`src/rtl/mbfb_pkg.sv`:
```
// Shared types and constants for the Modbus relay frame builder.
package mbfb_pkg;

    localparam int BYTE_W = 8;
    localparam int NIB_W  = 4;
    localparam int POS_W  = 4;
    localparam int CRC_W  = 16;
    localparam int CMD_W  = 3;
    localparam int RLY_W  = 4;
    localparam int TIME_W = 16;

    localparam logic [CRC_W-1:0]  CRC_INIT = 16'hFFFF;
    localparam logic [CRC_W-1:0]  CRC_POLY = 16'hA001;

    localparam logic [CMD_W-1:0] CMD_SINGLE_COIL = 3'd0;
    localparam logic [CMD_W-1:0] CMD_ALL_COILS   = 3'd1;
    localparam logic [CMD_W-1:0] CMD_FLASH       = 3'd2;
    localparam logic [CMD_W-1:0] CMD_READ_COILS  = 3'd3;
    localparam logic [CMD_W-1:0] CMD_READ_INPUTS = 3'd4;

    localparam logic [BYTE_W-1:0] FN_READ_COILS  = 8'h01;
    localparam logic [BYTE_W-1:0] FN_READ_INPUTS = 8'h02;
    localparam logic [BYTE_W-1:0] FN_WRITE_COIL  = 8'h05;
    localparam logic [BYTE_W-1:0] FN_WRITE_COILS = 8'h0F;
    localparam logic [BYTE_W-1:0] FN_WRITE_REGS  = 8'h10;

    localparam logic [BYTE_W-1:0] BCAST_ADDR = 8'hFF;
    localparam logic [BYTE_W-1:0] BYTE_ON    = 8'hFF;
    localparam logic [TIME_W-1:0] TIME_MAX   = 16'd6553;

    localparam logic [POS_W-1:0] LEN_SHORT = 4'd6;
    localparam logic [POS_W-1:0] LEN_COILS = 4'd8;
    localparam logic [POS_W-1:0] LEN_FLASH = 4'd11;

    typedef struct packed {
        logic              clear;
        logic              feed;
        logic [NIB_W-1:0]  nibble;
    } crc_ctl_t;

endpackage

```
`src/rtl/modbus_relay_frame_builder_core.sv`:
```
// Top level of the Modbus RTU relay request frame builder.
//
//   channel   dir  signals                                             transfer when
//   cmd       in   s_command s_relay_number s_switch_mode s_hold_time  s_valid & s_ready
//   frame     out  m_frame_byte m_last_byte                            m_valid & m_ready
//   config    in   cfg_wr_data (device address)                        cfg_wr_en
//
// A frame of n data bytes (6, 8 or 11) is built with the CRC unit absorbing one 4-bit
// digit per cycle, two per data byte, while m_ready does not stall the output; then the
// two checksum bytes follow. A suppressed command is done in its accept cycle.
// Reset (aresetn low, synchronous) empties the output and sets the address to 0xFF.
// A stalled m_ready holds the output byte and stalls the sequencer; s_ready is high
// only between frames, and a new command may be taken while the last byte waits.
module modbus_relay_frame_builder_core (
    input  logic                          aclk,
    input  logic                          aresetn,
    input  logic                          cfg_wr_en,
    input  logic [mbfb_pkg::BYTE_W-1:0]   cfg_wr_data,
    input  logic                          s_valid,
    output logic                          s_ready,
    input  logic [mbfb_pkg::CMD_W-1:0]    s_command,
    input  logic [mbfb_pkg::RLY_W-1:0]    s_relay_number,
    input  logic [mbfb_pkg::BYTE_W-1:0]   s_switch_mode,
    input  logic [mbfb_pkg::TIME_W-1:0]   s_hold_time,
    output logic                          m_valid,
    input  logic                          m_ready,
    output logic [mbfb_pkg::BYTE_W-1:0]   m_frame_byte,
    output logic                          m_last_byte
);
    import mbfb_pkg::*;

    logic [BYTE_W-1:0] dev_addr_reg;
    logic [CRC_W-1:0]  crc;
    crc_ctl_t          crc_ctl;

    always_ff @(posedge aclk) begin
        if (!aresetn) begin
            dev_addr_reg <= BCAST_ADDR;
        end else if (cfg_wr_en) begin
            dev_addr_reg <= cfg_wr_data;
        end
    end

    mbfb_seq u_seq (
        .aclk           (aclk),
        .aresetn        (aresetn),
        .device_address (dev_addr_reg),
        .s_valid        (s_valid),
        .s_ready        (s_ready),
        .s_command      (s_command),
        .s_relay_number (s_relay_number),
        .s_switch_mode  (s_switch_mode),
        .s_hold_time    (s_hold_time),
        .crc            (crc),
        .crc_ctl        (crc_ctl),
        .m_valid        (m_valid),
        .m_ready        (m_ready),
        .m_frame_byte   (m_frame_byte),
        .m_last_byte    (m_last_byte)
    );

    mbfb_crc_nib u_crc (
        .aclk    (aclk),
        .aresetn (aresetn),
        .ctl     (crc_ctl),
        .crc     (crc)
    );

endmodule

```
`src/rtl/mbfb_crc_nib.sv`:
```
// CRC-16/Modbus accumulator taking one four-bit digit per cycle, low digit first.
module mbfb_crc_nib (
    input  logic                     aclk,
    input  logic                     aresetn,
    input  mbfb_pkg::crc_ctl_t       ctl,
    output logic [mbfb_pkg::CRC_W-1:0] crc
);
    import mbfb_pkg::*;

    logic [CRC_W-1:0] crc_reg;
    logic [CRC_W-1:0] crc_next;

    function automatic logic [CRC_W-1:0] crc_digit(input logic [CRC_W-1:0] c,
                                                   input logic [NIB_W-1:0] d);
        logic [CRC_W-1:0] v;
        v = c ^ {{(CRC_W-NIB_W){1'b0}}, d};
        for (int k = 0; k < NIB_W; k++) begin
            if (v[0]) begin
                v = (v >> 1) ^ CRC_POLY;
            end else begin
                v = v >> 1;
            end
        end
        return v;
    endfunction

    always_comb begin
        crc_next = crc_reg;
        if (ctl.clear) begin
            crc_next = CRC_INIT;
        end else if (ctl.feed) begin
            crc_next = crc_digit(crc_reg, ctl.nibble);
        end
    end

    always_ff @(posedge aclk) begin
        if (!aresetn) begin
            crc_reg <= CRC_INIT;
        end else begin
            crc_reg <= crc_next;
        end
    end

    assign crc = crc_reg;

endmodule

```
`src/rtl/mbfb_seq.sv`:
```
// Frame sequencer: command latch, byte generation, CRC digit feed and output register.
module mbfb_seq (
    input  logic                          aclk,
    input  logic                          aresetn,
    input  logic [mbfb_pkg::BYTE_W-1:0]   device_address,
    input  logic                          s_valid,
    output logic                          s_ready,
    input  logic [mbfb_pkg::CMD_W-1:0]    s_command,
    input  logic [mbfb_pkg::RLY_W-1:0]    s_relay_number,
    input  logic [mbfb_pkg::BYTE_W-1:0]   s_switch_mode,
    input  logic [mbfb_pkg::TIME_W-1:0]   s_hold_time,
    input  logic [mbfb_pkg::CRC_W-1:0]    crc,
    output mbfb_pkg::crc_ctl_t            crc_ctl,
    output logic                          m_valid,
    input  logic                          m_ready,
    output logic [mbfb_pkg::BYTE_W-1:0]   m_frame_byte,
    output logic                          m_last_byte
);
    import mbfb_pkg::*;

    localparam logic [2:0] ST_IDLE  = 3'd0;
    localparam logic [2:0] ST_SEND  = 3'd1;
    localparam logic [2:0] ST_FEED  = 3'd2;
    localparam logic [2:0] ST_CRCLO = 3'd3;
    localparam logic [2:0] ST_CRCHI = 3'd4;

    logic [2:0]        state_reg, state_next;
    logic [POS_W-1:0]  pos_reg, pos_next;
    logic [POS_W-1:0]  len_reg, len_next;
    logic [CMD_W-1:0]  cmd_reg, cmd_next;
    logic [1:0]        relay_reg, relay_next;
    logic [BYTE_W-1:0] mode_reg, mode_next;
    logic [TIME_W-1:0] t10_reg, t10_next;
    logic [BYTE_W-1:0] addr_reg, addr_next;
    logic [NIB_W-1:0]  nib_reg, nib_next;
    logic              out_valid_reg, out_valid_next;
    logic [BYTE_W-1:0] out_byte_reg, out_byte_next;
    logic              out_last_reg, out_last_next;

    logic              accept;
    logic              slot_free;
    logic              relay_ok;
    logic              frame_ok;
    logic [POS_W-1:0]  frame_len;
    logic [BYTE_W-1:0] cur_byte;
    logic [BYTE_W-1:0] mode_byte;
    logic [BYTE_W-1:0] flash_reg;

    assign s_ready   = (state_reg == ST_IDLE);
    assign accept    = s_valid && s_ready;
    assign slot_free = !out_valid_reg || m_ready;
    assign relay_ok  = (s_relay_number >= 4'd1) && (s_relay_number <= 4'd4);

    always_comb begin
        frame_ok  = 1'b0;
        frame_len = LEN_SHORT;
        case (s_command) inside
            CMD_SINGLE_COIL: frame_ok = relay_ok;
            CMD_ALL_COILS: begin
                frame_ok  = 1'b1;
                frame_len = LEN_COILS;
            end
            CMD_FLASH: begin
                frame_ok  = relay_ok && (s_hold_time <= TIME_MAX);
                frame_len = LEN_FLASH;
            end
            CMD_READ_COILS, CMD_READ_INPUTS: frame_ok = 1'b1;
            default: frame_ok = 1'b0;
        endcase
    end

    assign mode_byte = (mode_reg != '0) ? BYTE_ON : 8'h00;

    always_comb begin
        unique case (relay_reg)
            2'd0: flash_reg = 8'h03;
            2'd1: flash_reg = 8'h08;
            2'd2: flash_reg = 8'h0D;
            2'd3: flash_reg = 8'h12;
            default: flash_reg = 8'h03;
        endcase
    end

    always_comb begin
        cur_byte = 8'h00;
        case (cmd_reg)
            CMD_SINGLE_COIL: begin
                case (pos_reg)
                    4'd0: cur_byte = addr_reg;
                    4'd1: cur_byte = FN_WRITE_COIL;
                    4'd3: cur_byte = {6'd0, relay_reg};
                    4'd4: cur_byte = mode_byte;
                    default: cur_byte = 8'h00;
                endcase
            end
            CMD_ALL_COILS: begin
                case (pos_reg)
                    4'd0: cur_byte = BCAST_ADDR;
                    4'd1: cur_byte = FN_WRITE_COILS;
                    4'd5: cur_byte = 8'h08;
                    4'd6: cur_byte = 8'h01;
                    4'd7: cur_byte = mode_byte;
                    default: cur_byte = 8'h00;
                endcase
            end
            CMD_FLASH: begin
                case (pos_reg)
                    4'd0: cur_byte = BCAST_ADDR;
                    4'd1: cur_byte = FN_WRITE_REGS;
                    4'd3: cur_byte = flash_reg;
                    4'd5: cur_byte = 8'h02;
                    4'd6: cur_byte = 8'h04;
                    4'd8: cur_byte = mode_reg;
                    4'd9: cur_byte = t10_reg[15:8];
                    4'd10: cur_byte = t10_reg[7:0];
                    default: cur_byte = 8'h00;
                endcase
            end
            default: begin
                case (pos_reg)
                    4'd0: cur_byte = BCAST_ADDR;
                    4'd1: cur_byte = (cmd_reg == CMD_READ_COILS) ? FN_READ_COILS
                                                                  : FN_READ_INPUTS;
                    4'd5: cur_byte = 8'h08;
                    default: cur_byte = 8'h00;
                endcase
            end
        endcase
    end

    always_comb begin
        state_next     = state_reg;
        pos_next       = pos_reg;
        len_next       = len_reg;
        cmd_next       = cmd_reg;
        relay_next     = relay_reg;
        mode_next      = mode_reg;
        t10_next       = t10_reg;
        addr_next      = addr_reg;
        nib_next       = nib_reg;
        out_valid_next = out_valid_reg && !m_ready;
        out_byte_next  = out_byte_reg;
        out_last_next  = out_last_reg;
        crc_ctl        = '0;

        unique case (state_reg)
            ST_IDLE: begin
                if (accept) begin
                    crc_ctl.clear = 1'b1;
                    cmd_next      = s_command;
                    relay_next    = 2'(s_relay_number - 4'd1);
                    mode_next     = s_switch_mode;
                    t10_next      = {s_hold_time[TIME_W-4:0], 3'b000}
                                  + {s_hold_time[TIME_W-2:0], 1'b0};
                    addr_next     = device_address;
                    len_next      = frame_len;
                    pos_next      = '0;
                    if (frame_ok) begin
                        state_next = ST_SEND;
                    end
                end
            end
            ST_SEND: begin
                if (slot_free) begin
                    out_valid_next = 1'b1;
                    out_byte_next  = cur_byte;
                    out_last_next  = 1'b0;
                    crc_ctl.feed   = 1'b1;
                    crc_ctl.nibble = cur_byte[NIB_W-1:0];
                    nib_next       = cur_byte[BYTE_W-1:NIB_W];
                    pos_next       = pos_reg + 4'd1;
                    state_next     = ST_FEED;
                end
            end
            ST_FEED: begin
                crc_ctl.feed   = 1'b1;
                crc_ctl.nibble = nib_reg;
                state_next     = (pos_reg == len_reg) ? ST_CRCLO : ST_SEND;
            end
            ST_CRCLO: begin
                if (slot_free) begin
                    out_valid_next = 1'b1;
                    out_byte_next  = crc[BYTE_W-1:0];
                    out_last_next  = 1'b0;
                    state_next     = ST_CRCHI;
                end
            end
            ST_CRCHI: begin
                if (slot_free) begin
                    out_valid_next = 1'b1;
                    out_byte_next  = crc[CRC_W-1:BYTE_W];
                    out_last_next  = 1'b1;
                    state_next     = ST_IDLE;
                end
            end
            default: state_next = ST_IDLE;
        endcase
    end

    always_ff @(posedge aclk) begin
        if (!aresetn) begin
            state_reg     <= ST_IDLE;
            pos_reg       <= '0;
            out_valid_reg <= 1'b0;
        end else begin
            state_reg     <= state_next;
            pos_reg       <= pos_next;
            out_valid_reg <= out_valid_next;
        end
    end

    always_ff @(posedge aclk) begin
        len_reg      <= len_next;
        cmd_reg      <= cmd_next;
        relay_reg    <= relay_next;
        mode_reg     <= mode_next;
        t10_reg      <= t10_next;
        addr_reg     <= addr_next;
        nib_reg      <= nib_next;
        out_byte_reg <= out_byte_next;
        out_last_reg <= out_last_next;
    end

    assign m_valid      = out_valid_reg;
    assign m_frame_byte = out_byte_reg;
    assign m_last_byte  = out_last_reg;

endmodule

```
`config.mk`:
```
export PLATFORM = sky130hd
export DESIGN_NAME = modbus_relay_frame_builder_core
export DESIGN_NICKNAME = d
export VERILOG_FILES = /design/src/rtl/mbfb_pkg.sv /design/src/rtl/modbus_relay_frame_builder_core.sv /design/src/rtl/mbfb_crc_nib.sv /design/src/rtl/mbfb_seq.sv
export SDC_FILE = /design/constraint.sdc
export NUM_CORES = 1
export LEC_CHECK = 0
export BUFFER_PORTS_ARGS = -buffer_cell sky130_fd_sc_hd__buf_4
export CORE_MARGIN = 4
export CORE_UTILIZATION = 53
export DETAILED_ROUTE_END_ITERATION = 8
export PLACE_DENSITY = 0.76
export SKIP_LAST_GASP = 1
export SLEW_MARGIN = 10
export SYNTH_ARGS = -nofsm -noshare
export SYNTH_HDL_FRONTEND = slang
export SYNTH_SLANG_ARGS = --single-unit
```
`constraint.sdc`:
```
create_clock -name aclk -period 3.2 [get_ports aclk]
set_input_delay 0.64 -clock aclk [delete_from_list [all_inputs] [get_ports aclk]]
set_output_delay 0.64 -clock aclk [all_outputs]
set_load 0.05 [all_outputs]
```
==> flow_metrics.env <==
export IMPL_grt_first_pass_wirelength_um=17350
export IMPL_io_pins=55
export IMPL_fin_skew_ns=0.01011
export IMPL_h_tree_depth=3
export IMPL_clk_path_buf_depth=2
export IMPL_synthesis_nets=539
export IMPL_n_antenna_cell=0
export IMPL_viasPerCell=5.701
export IMPL_rows=34
export IMPL_hold_violations=0
export IMPL_crit_required_ns=3.45
export IMPL_crit_path_end_kind="flop"
export IMPL_routed_wl_um=10310
export IMPL_setup_viol=0
export IMPL_p_switching_w=0.0007873
export IMPL_final_common_cell="buf_4"
export IMPL_slew_headroom_pct=52.03
export IMPL_coreArea_mm2=0.008721
export IMPL_rsz0062_at_grt="no"
export IMPL_seqPwrFrac_pct=49.0
export IMPL_met3_length_um=504
export IMPL_path_buf_inv=2
export IMPL_status="completed"
export IMPL_synth_edff_count=53
export IMPL_p_comb_share_pct=20.9
export IMPL_powerDensity_mw_per_mm2=484.7
export IMPL_fin_util_pct=63.69
export IMPL_layout_drive_gt1_share_pct=21.04
export IMPL_arrival_ns=3.25
export IMPL_cp_cell_sequence="inv_1, ha_1, nor3b_2, buf_4, nand2_1, and3_1, o221a_2, o31ai_1, xor2_1, xor3_2, xnor2_1, o21ai_1"
export IMPL_grt_pass1_vias=3595
export IMPL_synthesis_instances=472
export IMPL_wl_per_cell_um=15.99
export IMPL_cts_tree="built"
export IMPL_worstPathMaxFanout=8
export IMPL_leakagePower_nw=2.310
export IMPL_slew_violations=0
export IMPL_final_cell_mix="buf_4 (70), nand2_1 (60), edfxtp_1 (53)"
export IMPL_p_clk_share_pct=30.1
export IMPL_start_util_pct=54.62
export IMPL_synth_area_mm2=0.004763
export IMPL_dp_slack_ns=0.1281
export IMPL_ir_worst_vdd_mv=0.2476
export IMPL_rrSetupSlack_ns=0.20
export IMPL_hold_path_class="reg -> reg"
export IMPL_maxCapViolations=0
export IMPL_die_h_um=102.8
export IMPL_die_w_um=102.8
export IMPL_final_nets=599
export IMPL_vias=3677
export IMPL_wl_met1_um=4785
export IMPL_async_reset_ff_share_pct=0
export IMPL_antenna_found_initial=0
export IMPL_whs_ns=0.4412
export IMPL_post_cts_setup_buffers=0
export IMPL_worst_pin_slew_ns=0.7169
export IMPL_yosysSeqAreaShare_pct=46.86
export IMPL_drt_iter0_drc=257
export IMPL_setup_tns_ns=0
export IMPL_io_buffers=54
export IMPL_start_kind="flop"
export IMPL_drc=0
export IMPL_post_dp_hpwl_um=7927
export IMPL_crit_type="reg -> reg"
export IMPL_synth_seq_cells=85
export IMPL_synth_top_flop_cell="edfxtp_1"
export IMPL_ys_warn_count=0
export IMPL_area_delta_synth_final_pct=16.60
export IMPL_critPathSlowestCell="xor3_2"
export IMPL_grt_usage_pct=20.83
export IMPL_clock_root_buffer="clkbuf_8"
export IMPL_postRouteAntennaNets=0
export IMPL_fin_ws_ns=0.1967
export IMPL_numCtsBuffers=9
export IMPL_period_minus_slack_ns=3.003
export IMPL_clock_sinks=85
export IMPL_largest_reg_flops=16
export IMPL_met2_length_um=4874
export IMPL_syn_avg_cell_area_um2=10.09
export IMPL_cts_resized=0
export IMPL_cts_hold_buf=0
export IMPL_internal_power_w=0.001905
export IMPL_grt_overflow=0
export IMPL_grt_start_max_net_pins=41
export IMPL_die_area_mm2=0.01057
export IMPL_cpPeakStageDelay_ns=0.48
export IMPL_clkTransAtPathRegs_ns=0.10
export IMPL_finalCritPeriodShare_pct=93.85
export IMPL_drtPass1Iterations=5
export IMPL_cp_top_family="XOR/XNOR gates"
export IMPL_clk_latency_ns=0.37
export IMPL_yosysUniqueCellTypes=75
export IMPL_max_freq_mhz=333.0
export IMPL_gp_congestion=0.9260
export IMPL_switching_share_pct=29.24
export IMPL_dr_max_layer_used="met4"
==> metrics by stage <==
step	area [µm²]	std cells	power, W
after global routing	5554	645	0.002820
after detailed placement	5333	629	0.001899
final	5554	645	0.002692
after global placement	5333	629	0.001885
after CTS	5542	645	0.002696
after floorplan	4763	472	0.001721
==> final timing paths <==
check                   start                end  depth (start not counted)
max          u_seq.pos_reg[0]       u_crc.crc[0]                         12
min           dev_addr_reg[3]  u_seq.addr_reg[3]                          0
max reg2reg  u_seq.pos_reg[0]       u_crc.crc[0]                         12
min reg2reg   dev_addr_reg[3]  u_seq.addr_reg[3]                          0
==> kinds of logic after synthesis <==
kind of cell / share of synthesized area [%]
adders and majority gates: 6.199
AOI/OAI and AO/OA: 16.60
and+or+nand+nor: 18.52
xor gates and xnor gates: 5.648
buffers and inverters: 4.071
DFF: 46.86
muxes: 2.101
==> worst register-to-register path: cells and delay by family (launching register included) <==
family / cells / cell delay, ns
fa+ha+maj: 1 / 0.24
buf+inv: 2 / 0.30
compound gates: 3 / 0.58
flops: 1 / 0.36
simple gates: 3 / 0.54
xor+xnor: 3 / 0.87
==> layout make-up <==
cell class / count / area, µm²
fillers: 730 / 3167
repair buffers: 71 / 545.5
flip-flops and latches: 85 / 2233
well taps: 108 / 135.1
multi-input cells: 343 / 2349
clock buffers: 9 / 123.9
inverters: 22 / 82.58
clock inverters: 7 / 85.08
==> layer usage <==
layer / vias to the layer above / track usage (%)
li1: 1836 / -
met1: 1731 / 29.03
met2: 100 / 33.27
met3: 10 / 4.398
met4: 0 / 5.578
met5: - / 0
==> Yosys cell counts, drive strengths merged (3+ instances only) <==
| cell type | instances | area, µm² |
|---|---|---|
| a22oi | 7 | 52.55 |
| a21oi | 18 | 93.84 |
| dfxtp | 32 | 640.6 |
| xnor2 | 22 | 200.2 |
| a221o | 7 | 70.07 |
| and2 | 4 | 25.02 |
| o211ai | 6 | 63.81 |
| a22o | 5 | 43.79 |
| nor2 | 43 | 163.9 |
| nand2b | 7 | 43.79 |
| o31ai | 3 | 22.52 |
| buf | 11 | 70.06 |
| a21o | 3 | 25.03 |
| nand3 | 15 | 75.07 |
| a222oi | 3 | 30.03 |
| nor2b | 8 | 50.05 |
| o21ai | 20 | 103.9 |
| a21boi | 5 | 37.54 |
| o2bb2ai | 3 | 38.79 |
| edfxtp | 53 | 1592 |
| inv | 22 | 82.58 |
| mux2i | 10 | 100.1 |
| ha | 22 | 275.3 |
| or2 | 3 | 18.77 |
| nor3 | 17 | 85.08 |
| nand2 | 60 | 225.2 |
| a211oi | 3 | 22.52 |
| nor3b | 4 | 35.03 |
| xor2 | 5 | 43.79 |
| nor4 | 4 | 46.29 |
| clkbuf | 11 | 41.29 |
==> power by group through the flow <==
stage / combinational [W] / clock, W / sequential (W)
2_1_floorplan: 0.000366 / 0 / 0.00136
3_3_place_gp: 0.000545 / 0 / 0.00134
3_5_place_dp: 0.000557 / 0 / 0.00134
4_1_cts: 0.000560 / 0.000818 / 0.00132
5_1_grt: 0.000625 / 0.000868 / 0.00133
6_report: 0.000563 / 0.000811 / 0.00132
No activity file was read; power rests on OpenSTA's default activity.
